===== src/hdl/msf_pkg.sv =====
// ----------------------------------------------------------------------------
// msf_pkg
// Shared types, codes and helpers of the message frame splitter.
// ----------------------------------------------------------------------------
package msf_pkg;

	// byte count and offset width, set by the 17-bit buffer_bytes field
	localparam int OffW = 17;
	// sums of offset and message size need two more bits
	localparam int SumW = OffW + 2;

	// register indexes on the configuration port
	localparam logic [1:0] REG_BYTE_SWAP = 2'd0;
	localparam logic [1:0] REG_EXT_MASK  = 2'd1;
	localparam logic [1:0] REG_OP_MASK   = 2'd2;

	// result kinds
	typedef enum logic [1:0] {
		KIND_DESC  = 2'd0,
		KIND_ERROR = 2'd1,
		KIND_DONE  = 2'd2
	} kind_t;

	// parse phases, one-hot
	typedef enum logic [2:0] {
		PH_HEADER = 3'b001,
		PH_EXT    = 3'b010,
		PH_BODY   = 3'b100
	} phase_t;

	typedef struct packed {
		logic        byte_swap;
		logic [15:0] ext_mask;
		logic [15:0] op_mask;
	} cfg_t;

	typedef struct packed {
		kind_t       kind;
		logic [15:0] message_type;
		logic [15:0] reply_id;
		logic [15:0] payload_bytes;
		logic [17:0] header_bytes;
		logic [16:0] body_offset;
		logic        run_end;
	} result_t;

	// up to two results produced by one word
	typedef struct packed {
		logic [1:0] count;
		result_t    r0;
		result_t    r1;
	} push_t;

	typedef struct packed {
		phase_t           phase;
		logic [OffW-1:0]  byte_off;
		logic [OffW-1:0]  buf_size;
		logic [15:0]      words_left;
		logic [15:0]      held_op;
		logic [15:0]      held_words;
		logic             stopped;
	} parse_state_t;

	// 16-bit field read, big-endian when swap is set
	function automatic logic [15:0] half(input logic [15:0] v, input logic swap);
		half = swap ? {v[7:0], v[15:8]} : v;
	endfunction

endpackage


===== src/hdl/msf_word_if.sv =====
// ----------------------------------------------------------------------------
// msf_word_if
// Input channel: one buffer word per item.
// ----------------------------------------------------------------------------
interface msf_word_if;
	logic        valid;
	logic        ready;
	logic        first_word;
	logic [16:0] buffer_bytes;
	logic [31:0] data_word;

	modport source (output valid, first_word, buffer_bytes, data_word, input ready);
	modport sink (input valid, first_word, buffer_bytes, data_word, output ready);
endinterface


===== src/hdl/msf_result_if.sv =====
// ----------------------------------------------------------------------------
// msf_result_if
// Output channel: one descriptor, error or done result per item.
// ----------------------------------------------------------------------------
interface msf_result_if;
	logic        valid;
	logic        ready;
	logic [1:0]  kind;
	logic [15:0] message_type;
	logic [15:0] reply_id;
	logic [15:0] payload_bytes;
	logic [17:0] header_bytes;
	logic [16:0] body_offset;
	logic        run_end;

	modport source (output valid, kind, message_type, reply_id, payload_bytes,
		header_bytes, body_offset, run_end, input ready);
	modport sink (input valid, kind, message_type, reply_id, payload_bytes,
		header_bytes, body_offset, run_end, output ready);
endinterface


===== src/hdl/msf_cfg_regs.sv =====
// ----------------------------------------------------------------------------
// msf_cfg_regs
// APB-style register file: byte swap, extension flag mask, opcode mask.
// ----------------------------------------------------------------------------
module msf_cfg_regs import msf_pkg::*; (
	input  logic        clk,
	input  logic        arst_n,
	input  logic        psel,
	input  logic        penable,
	input  logic        pwrite,
	input  logic [3:0]  paddr,
	input  logic [31:0] pwdata,
	output logic [31:0] prdata,
	output logic        pready,
	output cfg_t        cfg
);

	cfg_t cfg_q;
	logic wr_en;

	assign pready = 1'b1;
	assign wr_en  = psel & penable & pwrite & pready;
	assign cfg    = cfg_q;

	// register writes
	always_ff @(posedge clk or negedge arst_n) begin
		if (!arst_n) begin
			cfg_q.byte_swap <= 1'b0;
			cfg_q.ext_mask  <= 16'h8000;
			cfg_q.op_mask   <= 16'h7FFF;
		end else if (wr_en) begin
			unique case (paddr[3:2])
				REG_BYTE_SWAP: cfg_q.byte_swap <= pwdata[0];
				REG_EXT_MASK:  cfg_q.ext_mask  <= pwdata[15:0];
				REG_OP_MASK:   cfg_q.op_mask   <= pwdata[15:0];
				default: ;
			endcase
		end
	end

	// register reads
	always_comb begin
		unique case (paddr[3:2])
			REG_BYTE_SWAP: prdata = {31'd0, cfg_q.byte_swap};
			REG_EXT_MASK:  prdata = {16'd0, cfg_q.ext_mask};
			REG_OP_MASK:   prdata = {16'd0, cfg_q.op_mask};
			default:       prdata = 32'd0;
		endcase
	end

endmodule


===== src/hdl/msf_parser.sv =====
// ----------------------------------------------------------------------------
// msf_parser
// Input register, parse state and the per-word header/extension/body step.
// ----------------------------------------------------------------------------
module msf_parser import msf_pkg::*; #(
	parameter int MAX_BUFFER_BYTES = 65536
) (
	input  logic         clk,
	input  logic         arst_n,
	msf_word_if.sink     words,
	input  cfg_t         cfg,
	input  logic         room,
	output push_t        push
);

	localparam logic [20:0] MaxBytes = 21'(MAX_BUFFER_BYTES);

	logic            valid_s1;
	logic            first_s1;
	logic [16:0]     bytes_s1;
	logic [31:0]     data_s1;
	logic            adv;

	parse_state_t    state_q;
	parse_state_t    st;
	parse_state_t    nxt;

	logic [OffW-1:0] sat_size;
	logic [15:0]     lo_half;
	logic [15:0]     hi_half;
	logic [SumW-1:0] off4;
	logic [SumW-1:0] size_ext;
	logic [15:0]     fin_op;
	logic [15:0]     fin_words;
	logic [15:0]     fin_pay;
	logic [15:0]     fin_rid;
	logic [17:0]     fin_body;
	logic [17:0]     fin_hdr;
	logic [SumW-1:0] fin_end;
	logic            fin_bad;
	result_t         res_err;
	result_t         res_done;
	result_t         res_desc;
	result_t         r0;
	result_t         r1;
	logic [1:0]      n;

	assign adv         = valid_s1 & room;
	assign words.ready = ~valid_s1 | adv;

	// input register
	always_ff @(posedge clk or negedge arst_n) begin
		if (!arst_n) begin
			valid_s1 <= 1'b0;
		end else if (words.ready) begin
			valid_s1 <= words.valid;
		end
	end

	always_ff @(posedge clk) begin
		if (words.ready && words.valid) begin
			first_s1 <= words.first_word;
			bytes_s1 <= words.buffer_bytes;
			data_s1  <= words.data_word;
		end
	end

	// parse state
	always_ff @(posedge clk or negedge arst_n) begin
		if (!arst_n) begin
			state_q.phase      <= PH_HEADER;
			state_q.byte_off   <= '0;
			state_q.buf_size   <= '0;
			state_q.words_left <= '0;
			state_q.held_op    <= '0;
			state_q.held_words <= '0;
			state_q.stopped    <= 1'b1;
		end else if (adv) begin
			state_q <= nxt;
		end
	end

	// buffer start: saturate count and restart
	always_comb begin
		sat_size = ({4'd0, bytes_s1} > MaxBytes) ? MaxBytes[OffW-1:0] : bytes_s1;
		st = state_q;
		if (first_s1) begin
			st.buf_size   = sat_size;
			st.byte_off   = '0;
			st.words_left = '0;
			st.phase      = PH_HEADER;
			st.stopped    = 1'b0;
		end
	end

	// shared message checks for header and extension words
	always_comb begin
		lo_half  = half(data_s1[15:0], cfg.byte_swap);
		hi_half  = half(data_s1[31:16], cfg.byte_swap);
		off4     = {2'd0, st.byte_off} + SumW'(4);
		size_ext = {2'd0, st.buf_size};
		if (st.phase == PH_EXT) begin
			fin_op    = st.held_op;
			fin_words = st.held_words;
			fin_pay   = lo_half;
			fin_rid   = hi_half;
		end else begin
			fin_op    = lo_half;
			fin_words = hi_half;
			fin_pay   = 16'd0;
			fin_rid   = 16'd0;
		end
		fin_body = {fin_words, 2'b00};
		fin_end  = off4 + {1'b0, fin_body};
		fin_bad  = (fin_end > size_ext) || ({2'd0, fin_pay} > fin_body);
		fin_hdr  = (fin_body - {2'd0, fin_pay}) & ~18'd3;
	end

	// result templates
	always_comb begin
		res_err  = '0;
		res_err.kind = KIND_ERROR;
		res_done = '0;
		res_done.kind = KIND_DONE;
		res_desc.kind          = KIND_DESC;
		res_desc.message_type  = fin_op & cfg.op_mask;
		res_desc.reply_id      = fin_rid;
		res_desc.payload_bytes = fin_pay;
		res_desc.header_bytes  = fin_hdr;
		res_desc.body_offset   = off4[OffW-1:0];
		res_desc.run_end       = 1'b0;
	end

	// per-word step
	always_comb begin
		nxt = st;
		r0  = res_done;
		r1  = res_done;
		n   = 2'd0;
		if (first_s1 && sat_size == '0) begin
			r0 = res_done;
			n  = 2'd1;
			nxt.stopped = 1'b1;
		end else if (!st.stopped) begin
			if (st.phase == PH_BODY) begin
				if (st.words_left != 16'd0) begin
					nxt.words_left = st.words_left - 16'd1;
				end
				if (st.words_left <= 16'd1) begin
					nxt.phase = PH_HEADER;
					if (st.byte_off >= st.buf_size) begin
						r0 = res_done;
						n  = 2'd1;
						nxt.stopped = 1'b1;
					end
				end
			end else if (st.phase != PH_EXT && (lo_half & cfg.ext_mask) != 16'd0) begin
				// flagged header: extension word must fit
				if (off4 + SumW'(4) > size_ext) begin
					r0 = res_err;
					n  = 2'd1;
					nxt.stopped = 1'b1;
					nxt.phase   = PH_HEADER;
				end else begin
					nxt.held_op    = lo_half;
					nxt.held_words = hi_half;
					nxt.byte_off   = off4[OffW-1:0];
					nxt.phase      = PH_EXT;
				end
			end else if (fin_bad) begin
				r0 = res_err;
				n  = 2'd1;
				nxt.stopped = 1'b1;
				nxt.phase   = PH_HEADER;
			end else begin
				// descriptor, then body count or done
				r0 = res_desc;
				n  = 2'd1;
				nxt.byte_off   = fin_end[OffW-1:0];
				nxt.words_left = fin_words;
				nxt.held_op    = fin_op;
				nxt.held_words = fin_words;
				if (fin_words == 16'd0) begin
					nxt.phase = PH_HEADER;
					if (fin_end >= size_ext) begin
						r1 = res_done;
						n  = 2'd2;
						nxt.stopped = 1'b1;
					end
				end else begin
					nxt.phase = PH_BODY;
				end
			end
		end
		if (n == 2'd2) begin
			r1.run_end = 1'b1;
		end else begin
			r0.run_end = 1'b1;
		end
	end

	assign push.count = adv ? n : 2'd0;
	assign push.r0    = r0;
	assign push.r1    = r1;

endmodule


===== src/hdl/msf_result_fifo.sv =====
// ----------------------------------------------------------------------------
// msf_result_fifo
// Four-entry result queue taking up to two results a cycle, giving one.
// ----------------------------------------------------------------------------
module msf_result_fifo import msf_pkg::*; (
	input  logic          clk,
	input  logic          arst_n,
	input  push_t         push,
	output logic          room,
	msf_result_if.source  results
);

	result_t    mem [4];
	logic [1:0] wr_ptr_q;
	logic [1:0] rd_ptr_q;
	logic [2:0] count_q;
	logic       pop;
	result_t    head;

	assign room = count_q <= 3'd2;
	assign pop  = results.valid & results.ready;
	assign head = mem[rd_ptr_q];

	// pointers and fill level
	always_ff @(posedge clk or negedge arst_n) begin
		if (!arst_n) begin
			wr_ptr_q <= '0;
			rd_ptr_q <= '0;
			count_q  <= '0;
		end else begin
			wr_ptr_q <= wr_ptr_q + push.count;
			rd_ptr_q <= rd_ptr_q + {1'b0, pop};
			count_q  <= 3'(count_q + {1'b0, push.count} - {2'd0, pop});
		end
	end

	// entry writes
	always_ff @(posedge clk) begin
		if (push.count != 2'd0) begin
			mem[wr_ptr_q] <= push.r0;
		end
		if (push.count == 2'd2) begin
			mem[wr_ptr_q + 2'd1] <= push.r1;
		end
	end

	assign results.valid         = count_q != 3'd0;
	assign results.kind          = head.kind;
	assign results.message_type  = head.message_type;
	assign results.reply_id      = head.reply_id;
	assign results.payload_bytes = head.payload_bytes;
	assign results.header_bytes  = head.header_bytes;
	assign results.body_offset   = head.body_offset;
	assign results.run_end       = head.run_end;

endmodule


===== src/hdl/message_frame_splitter_core.sv =====
// ----------------------------------------------------------------------------
// message_frame_splitter_core
// Deframes length-prefixed messages from a stream of 32-bit buffer words.
// ----------------------------------------------------------------------------
// path: a word's results pass the input register and the result queue before the output
// throughput: one word per cycle while the result queue has room; the parse step is combinational
// a word with two results (descriptor plus done) gives them at the output one at a time
// reset: parser idles until a first word, result queue empties,
// registers return to no swap, flag mask 0x8000, opcode mask 0x7fff
module message_frame_splitter_core import msf_pkg::*; #(
	parameter int MAX_BUFFER_BYTES = 65536
) (
	input  logic         clk,
	input  logic         arst_n,
	msf_word_if.sink     words,
	msf_result_if.source results,
	input  logic         psel,
	input  logic         penable,
	input  logic         pwrite,
	input  logic [3:0]   paddr,
	input  logic [31:0]  pwdata,
	output logic [31:0]  prdata,
	output logic         pready
);

	cfg_t  cfg;
	push_t push;
	logic  room;

	// configuration registers
	msf_cfg_regs u_cfg (
		.clk     (clk),
		.arst_n  (arst_n),
		.psel    (psel),
		.penable (penable),
		.pwrite  (pwrite),
		.paddr   (paddr),
		.pwdata  (pwdata),
		.prdata  (prdata),
		.pready  (pready),
		.cfg     (cfg)
	);

	// word parser
	msf_parser #(
		.MAX_BUFFER_BYTES (MAX_BUFFER_BYTES)
	) u_parser (
		.clk    (clk),
		.arst_n (arst_n),
		.words  (words),
		.cfg    (cfg),
		.room   (room),
		.push   (push)
	);

	// result queue
	msf_result_fifo u_fifo (
		.clk     (clk),
		.arst_n  (arst_n),
		.push    (push),
		.room    (room),
		.results (results)
	);

endmodule

===== src/flat_wrapper.sv =====
// flat-port wrapper written by rule: the top's interface ports become plain ports
module message_frame_splitter_core_flat import msf_pkg::*;
#(
	parameter int MAX_BUFFER_BYTES = 65536
)
  (clk, arst_n, psel, penable, pwrite, paddr, pwdata, prdata, pready, words_valid, words_first_word, words_buffer_bytes, words_data_word, words_ready, results_valid, results_kind, results_message_type, results_reply_id, results_payload_bytes, results_header_bytes, results_body_offset, results_run_end, results_ready);
  msf_word_if words_i ();
  msf_result_if results_i ();
  input  logic clk;
  input  logic arst_n;
  input  logic psel;
  input  logic penable;
  input  logic pwrite;
  input  logic [3:0] paddr;
  input  logic [31:0] pwdata;
  output logic [31:0] prdata;
  output logic pready;
  input wire logic [$bits(words_i.valid)-1:0] words_valid;
  input wire logic [$bits(words_i.first_word)-1:0] words_first_word;
  input wire logic [$bits(words_i.buffer_bytes)-1:0] words_buffer_bytes;
  input wire logic [$bits(words_i.data_word)-1:0] words_data_word;
  output wire logic [$bits(words_i.ready)-1:0] words_ready;
  output wire logic [$bits(results_i.valid)-1:0] results_valid;
  output wire logic [$bits(results_i.kind)-1:0] results_kind;
  output wire logic [$bits(results_i.message_type)-1:0] results_message_type;
  output wire logic [$bits(results_i.reply_id)-1:0] results_reply_id;
  output wire logic [$bits(results_i.payload_bytes)-1:0] results_payload_bytes;
  output wire logic [$bits(results_i.header_bytes)-1:0] results_header_bytes;
  output wire logic [$bits(results_i.body_offset)-1:0] results_body_offset;
  output wire logic [$bits(results_i.run_end)-1:0] results_run_end;
  input wire logic [$bits(results_i.ready)-1:0] results_ready;
  assign words_i.valid = words_valid;
  assign words_i.first_word = words_first_word;
  assign words_i.buffer_bytes = words_buffer_bytes;
  assign words_i.data_word = words_data_word;
  assign words_ready = words_i.ready;
  assign results_valid = results_i.valid;
  assign results_kind = results_i.kind;
  assign results_message_type = results_i.message_type;
  assign results_reply_id = results_i.reply_id;
  assign results_payload_bytes = results_i.payload_bytes;
  assign results_header_bytes = results_i.header_bytes;
  assign results_body_offset = results_i.body_offset;
  assign results_run_end = results_i.run_end;
  assign results_i.ready = results_ready;
  message_frame_splitter_core #(.MAX_BUFFER_BYTES(MAX_BUFFER_BYTES)) u_core (.clk(clk), .arst_n(arst_n), .words(words_i), .results(results_i), .psel(psel), .penable(penable), .pwrite(pwrite), .paddr(paddr), .pwdata(pwdata), .prdata(prdata), .pready(pready));
endmodule

===== config.mk =====
export PLATFORM = sky130hd
export DESIGN_NAME = message_frame_splitter_core_flat
export DESIGN_NICKNAME = d
export VERILOG_FILES = /design/src/hdl/msf_pkg.sv /design/src/hdl/msf_word_if.sv /design/src/hdl/msf_result_if.sv /design/src/hdl/msf_cfg_regs.sv /design/src/hdl/msf_parser.sv /design/src/hdl/msf_result_fifo.sv /design/src/hdl/message_frame_splitter_core.sv /design/src/flat_wrapper.sv
export SDC_FILE = /design/constraint.sdc
export NUM_CORES = 1
export LEC_CHECK = 0
export BUFFER_PORTS_ARGS = -buffer_cell sky130_fd_sc_hd__buf_2
export CORE_UTILIZATION = 63
export CTS_BUF_LIST = sky130_fd_sc_hd__clkbuf_16
export DETAILED_ROUTE_END_ITERATION = 12
export GPL_TIMING_DRIVEN = 0
export HOLD_SLACK_MARGIN = 0.15
export PLACE_DENSITY_LB_ADDON = 0.2
export SLEW_MARGIN = 20
export SYNTH_ARGS = -nofsm -noshare
export SYNTH_HDL_FRONTEND = slang
export SYNTH_SLANG_ARGS = --single-unit

===== constraint.sdc =====
create_clock -name clk -period 13 [get_ports clk]
set_clock_uncertainty 0.05 [all_clocks]
set_input_delay 2.6 -clock clk [delete_from_list [all_inputs] [get_ports clk]]
set_output_delay 2.6 -clock clk [all_outputs]
set_load 0.05 [all_outputs]

==> flow_metrics.tcl, run 1 <==
set metrics [dict create \
    status "completed" \
    rows 75 \
    grt_pass1_wl_mm 144 \
    leakagePower_nw 12.5 \
    die_y_um 210 \
    syn-cell-area_um2 27100 \
    postLayoutSetupSlackWorst_ns 0.295 \
    routed_wl_mm 95.1 \
    antenna_found_initial 2 \
    hpwlAfterDp_mm 69.4 \
    post-place-ws_ns 0.934 \
    synth-warning-count 0 \
    grt_pass1_vias 24000 \
    max_slew_margin_pct 12.1 \
    arrival_ns 13.22 \
    finalSetupViolCount 0 \
    vias 24700 \
    cp_slowest_stage_delay_ns 0.97 \
    cts_tree "built" \
    rsz0062_at_grt "false" \
    ir_drop_uv 146 \
    critPathTopFamily "buffers and inverters" \
    place_area_um2 28800 \
    numCtsBuffers 54 \
    dp_cells 3454 \
    final_nets 3147 \
    core_um2 42200 \
    fin_crit_sh_pct 97.7 \
    syn_inst 2720 \
    clock_path_buffers 3 \
    clock_latency_ns 0.63 \
    worstPathRequired_ns 13.52 \
    min_period_ns 12.71 \
    viasPerCell 6.96 \
    htree_levels 2 \
    gp_congestion 0.970 \
    initial_core_util_pct 64.3 \
    wire_per_inst_um 26.7 \
    cts_hold_buf 0 \
    synth-simple-area-share_pct 12.1 \
    dr.first_iter.drc_count 3399 \
    synthAdderAreaFrac_pct 4.03 \
    holdPathStages 1 \
    grt_max_degree 93 \
    synth_edf_count 54 \
    design_area_um2 30600 \
    instances_no_fill 3556 \
    port_buffers 176 \
    synth_xor_area_share_pct 2.03 \
    synthFlopType "dfxtp_1" \
    power_per_cell_area_nw_per_um2 272 \
    post-route-drc-count 0 \
    dieArea_um2 43900 \
    cts.clk_slew.worst_paths_ns 0.06 \
    synth-compound-area-share_pct 21.9 \
    yosysTopAreaCellShare_pct 24.5 \
    post-cts-setup-buffer-count 0 \
    grt_overflow 0 \
    slew_violations 0 \
    min-delay-path-class "flop to flop" \
    syn_avg_cell_area_um2 9.98 \
    ios 214 \
    cp_num_cells 33 \
    ys_ff_latch 513 \
    synthArstFlopShare_pct 24.8 \
    root_buffer "clkbuf_16" \
    yosysSeqAreaShare_pct 42.3 \
    r2r_slack_ns 0.29 \
    post_cts_resized 0 \
    finalHoldViolCount 0 \
    start_kind "flop" \
    drive_gt1_share_pct 21.6 \
    die_w_um 210 \
    worstMarginPinSlew_ns 1.32 \
    gr-usage-all-layers_pct 42.9 \
    area_delta_synth_final_pct 12.8 \
    synth_cell_types 92 \
    fillers 3137 \
    ff2ff_path_depth 33 \
    path_class "flop to flop" \
    synthTopCellsByArea "dfxtp_1, dfrtp_1, mux4_2" \
    cp-end-kind "flop" \
    crit_buf_inv 10 \
    synth_top_family_by_area "compound AO/OA/AOI/OAI gates" \
    setup_tns_ns 0 \
    yosys.area.top_type "dfxtp_1" \
    drv_cap 0 \
    fmax_mhz 78.7 \
    cts.sinks 513 \
    slowest_stage "a21boi_1" \
    cp_max_fo 10 \
    crit_top_cell "clkbuf_1" \
    postRouteAntennaNets 0 \
    yosys-mux-area-fraction_pct 12.5 \
    first_pass_iters 6 \
]
## area by class of cell
class	instances	area (um^2)	area share, %
antenna	1	2.50	0.00817
buffer	240	1060	3.45
clock buffer	57	1430	4.66
clock inverter	44	372	1.21
inverter	87	327	1.07
multi-input combinational	1897	14400	46.9
sequential	513	11500	37.4
tap	539	674	2.20
timing repair buffer	178	938	3.06
## report_power, final
group | total [mW] | switching (mW) | internal [mW]
clock | 1.60 | 0.687 | 0.912
sequential | 2.36 | 0.315 | 2.05
combinational | 4.36 | 2.89 | 1.47
total | 8.32 | 3.90 | 4.43
## registers in the layout, summed over array words and instances (netlist names)
register	count
u_core.u_cfg.cfg	33
u_core.u_fifo.count_q	3
u_core.u_fifo.mem	336
u_core.u_fifo.rd_ptr_q	2
u_core.u_fifo.wr_ptr_q	2
u_core.u_parser.bytes_s1	17
u_core.u_parser.data_s1	32
u_core.u_parser.first_s1	1
u_core.u_parser.st	32
u_core.u_parser.state_q	54
u_core.u_parser.valid_s1	1
## worst reg2reg max path, delay by kind of cell, from the launching register on
family | cells | cell delay, ns
fa+ha+maj | 5 | 1.80
xor+xnor | 1 | 0.24
simple gates | 6 | 1.18
compound gates | 11 | 4.06
flops | 1 | 0.50
buf+inv | 10 | 4.84
## cell usage after synthesis (all sizes together), types with 81 or more instances
master and count:
a22o 129, nor2 175, nand2 230, nor3 110
mux4 84, mux2 81, clkbuf 162, a31o 168
inv 87, dfrtp 109, ha 81, dfxtp 332
o21ai 160
## final timing paths
check,start,to
max reg2reg,u_core.u_parser.first_s1,u_core.u_fifo.mem[1][69]
max,u_core.u_parser.first_s1,u_core.u_fifo.mem[1][69]
min in group asynchronous,arst_n,u_core.u_parser.state_q[73]
min,u_core.u_fifo.mem[3][57],u_core.u_fifo.mem[3][57]
max in group asynchronous,arst_n,u_core.u_cfg.cfg[32]
min reg2reg,u_core.u_fifo.mem[3][57],u_core.u_fifo.mem[3][57]
## routing by layer
metal | part of all wire [%] | track usage (%) | vias up
li1 | - | - | 10700
met1 | 40 | 59.5 | 12100
met2 | 44 | 65.3 | 1659
met3 | 11 | 8.35 | 294
met4 | 4.5 | 19.6 | 0
met5 | 0 | 0 | -
## cell usage in the layout (no fill, tap or decap), types with 31 or more instances in the layout
cell type,netlist,routed
mux2i_1,58,58
nor2_1,175,175
dfxtp_1,332,332
dfrtp_1,109,109
nor3_1,110,110
a22o_1,129,129
o22ai_1,38,38
nand2_1,230,230
a21oi_1,79,79
a31o_2,141,141
inv_1,87,99
o2bb2ai_1,38,38
edfxtp_1,54,54
buf_2,24,199
mux4_2,84,84
ha_1,81,81
o21ai_0,157,157
nor2b_1,34,34
clkbuf_16,0,57
nand3_1,31,31
xnor2_1,37,37
o31ai_1,37,37
clkbuf_1,162,162
mux2_2,72,72
## cells by family after synthesis
| kind of cell | count (synthesis) |
|---|---|
| AO/OA/AOI/OAI | 809 |
| AND/OR/NAND/NOR | 700 |
| flip-flops | 513 |
| buffers and inverters | 327 |
| multiplexers | 224 |
| adder cells (fa/ha/maj) | 87 |
| XOR/XNOR | 58 |
| other | 2 |
## through the flow
stage	hold slack [ns]	util [%]	power [mW]
floorplan	0.377	-	5.27
global placement	0.390	68.1	6.43
detailed placement	0.396	68.2	6.56
CTS	0.414	72.5	8.15
global route	0.429	72.5	8.64
finish	0.414	72.5	8.32
Note: power is estimated with default switching activity, not from simulation.
==> run 2: changes to the inputs <==
- CORE_UTILIZATION: 63 -> 41
==> flow_metrics.tcl, run 2 (same netlist as run 1, synthesis figures left out) <==
set metrics [dict create \
    root_buffer "clkbuf_16" \
    final_nets 3149 \
    worstMarginPinSlew_ns 1.22 \
    leakagePower_nw 12.5 \
    final_common_cell "dfxtp_1" \
    setup_tns_ns 0 \
    slowest_stage "a21boi_1" \
    post_cts_resized 0 \
    antenna_found_initial 1 \
    ir_drop_uv 143 \
    finalSetupViolCount 0 \
    crit_start "u_core.u_parser.first_s1" \
    cts.clk_slew.worst_paths_ns 0.06 \
    fin_crit_sh_pct 93.2 \
    dieArea_um2 67200 \
    gr-usage-all-layers_pct 28.8 \
    p_sw_mw 3.88 \
    rsz0062_at_grt "false" \
    min_period_ns 12.12 \
    comb_power_share_pct 52.6 \
    port_buffers 176 \
    power_frac_seq_pct 28.5 \
    die_w_um 259 \
    cts_tree "built" \
    final_cell_mix "dfxtp_1, nand2_1, buf_2" \
    n_antenna_cell 0 \
    cp_max_fo 10 \
    postRouteAntennaNets 0 \
    internal-power_mw 4.39 \
    first_pass_iters 8 \
    htree_levels 2 \
    rows 93 \
    area_delta_synth_final_pct 14.2 \
    largest_reg_flops 336 \
    ios 214 \
    routed_wl_mm 97.4 \
    cp_slowest_stage_delay_ns 0.73 \
    hp-start "u_core.u_fifo.mem[3][43]" \
    swShare_pct 46.9 \
    crit_top_cell "clkbuf_1" \
    die_y_um 259 \
    cts_hold_buf 0 \
    vias 23800 \
    hpwlAfterDp_mm 72.9 \
    clock_path_buffers 3 \
    viasPerCell 6.15 \
    slew_violations 0 \
    wire_per_inst_um 25.1 \
    numCtsBuffers 56 \
    initial_core_util_pct 41.8 \
    grt_max_degree 71 \
    fmax_mhz 82.5 \
    clkPwrFrac_pct 18.9 \
    arrival_ns 12.65 \
    core_um2 64900 \
    post-cts-setup-buffer-count 0 \
    post-route-drc-count 0 \
    largest_register "u_core.u_fifo.mem" \
    dr.first_iter.drc_count 2358 \
    drive_gt1_share_pct 21.7 \
    grt_overflow 0 \
    status "completed" \
    reg2reg_from "u_core.u_parser.first_s1" \
    start_kind "flop" \
    worstPathRequired_ns 13.53 \
    fillers 6045 \
    cts.sinks 513 \
    power_per_cell_area_nw_per_um2 267 \
    min-delay-path-class "flop to flop" \
    gp_congestion 0.948 \
    drv_cap 0 \
    grt_pass1_wl_mm 148 \
    max_slew_margin_pct 18.3 \
    holdWs_ns 0.411 \
    cp-end-kind "flop" \
    r2r_slack_ns 0.88 \
    finalHoldViolCount 0 \
    path_class "flop to flop" \
    grt_pass1_vias 23600 \
    clock_latency_ns 0.63 \
]
run 2: worst paths after layout:
| kind | endpoint | cells past startpoint |
|---|---|---|
| max | u_core.u_fifo.mem[3][70] | 32 |
| min in group asynchronous | u_core.u_parser.state_q[46] | 1 |
| min | u_core.u_fifo.mem[3][43] | 1 |
| max reg2reg | u_core.u_fifo.mem[3][70] | 32 |
| min reg2reg | u_core.u_fifo.mem[3][43] | 1 |
| max in group asynchronous | u_core.u_cfg.cfg[2] | 2 |
run 2: layer usage:
| metal | vias up | share of wire, % | global-route usage, % |
|---|---|---|---|
| met2 | 1147 | 44 | 43.8 |
| met4 | 0 | 4.4 | 12.8 |
| li1 | 10700 | - | - |
| met3 | 220 | 8.1 | 4.40 |
| met1 | 11800 | 43 | 40.3 |
| met5 | - | 0 | 0 |
run 2: through the flow:
| step | worst slack [ns] | utilization [%] | power, mW | instance area (um^2) | instances |
|---|---|---|---|---|---|
| 2_1_floorplan | 4.87 | - | 5.27 | 27200 | 2737 |
| 3_3_place_gp | 1.35 | 44.9 | 6.53 | 29200 | 3768 |
| 3_5_place_dp | 1.25 | 45.0 | 6.63 | 29200 | 3770 |
| 4_1_cts | 1.20 | 47.7 | 8.20 | 31000 | 3875 |
| 5_1_grt | 0.398 | 47.7 | 8.68 | 31000 | 3875 |
| 6_report | 0.884 | 47.7 | 8.26 | 31000 | 3875 |
run 2: area by class of cell:
| class | count | area (um^2) | share of cell area (%) |
|---|---|---|---|
| flip-flops and latches | 513 | 11500 | 37.0 |
| clock buffers | 57 | 1430 | 4.60 |
| plain buffers | 240 | 1060 | 3.41 |
| multi-input cells | 1897 | 14400 | 46.3 |
| repair buffers | 178 | 938 | 3.03 |
| clock inverters | 48 | 352 | 1.13 |
| well taps | 855 | 1070 | 3.45 |
| inverters | 87 | 327 | 1.05 |
run 2: worst max-delay path: cells and delay by family (launching register included):
kind                     cells  cell delay [ns]
AO/OA/AOI/OAI               12             3.62
XOR/XNOR                     1             0.42
adder cells (fa/ha/maj)      5             1.65
buffers and inverters       11             4.94
flip-flops                   1             0.56
AND/OR/NAND/NOR              3             0.79
run 2: power by group through the flow:
stage               Combinational [mW]  Clock [mW]  Sequential, mW
finish                            4.35        1.56            2.35
detailed placement                4.26           0            2.37
global route                      4.64        1.65            2.39
floorplan                         3.01           0            2.26
CTS                               4.28        1.59            2.34
global placement                  4.18           0            2.35
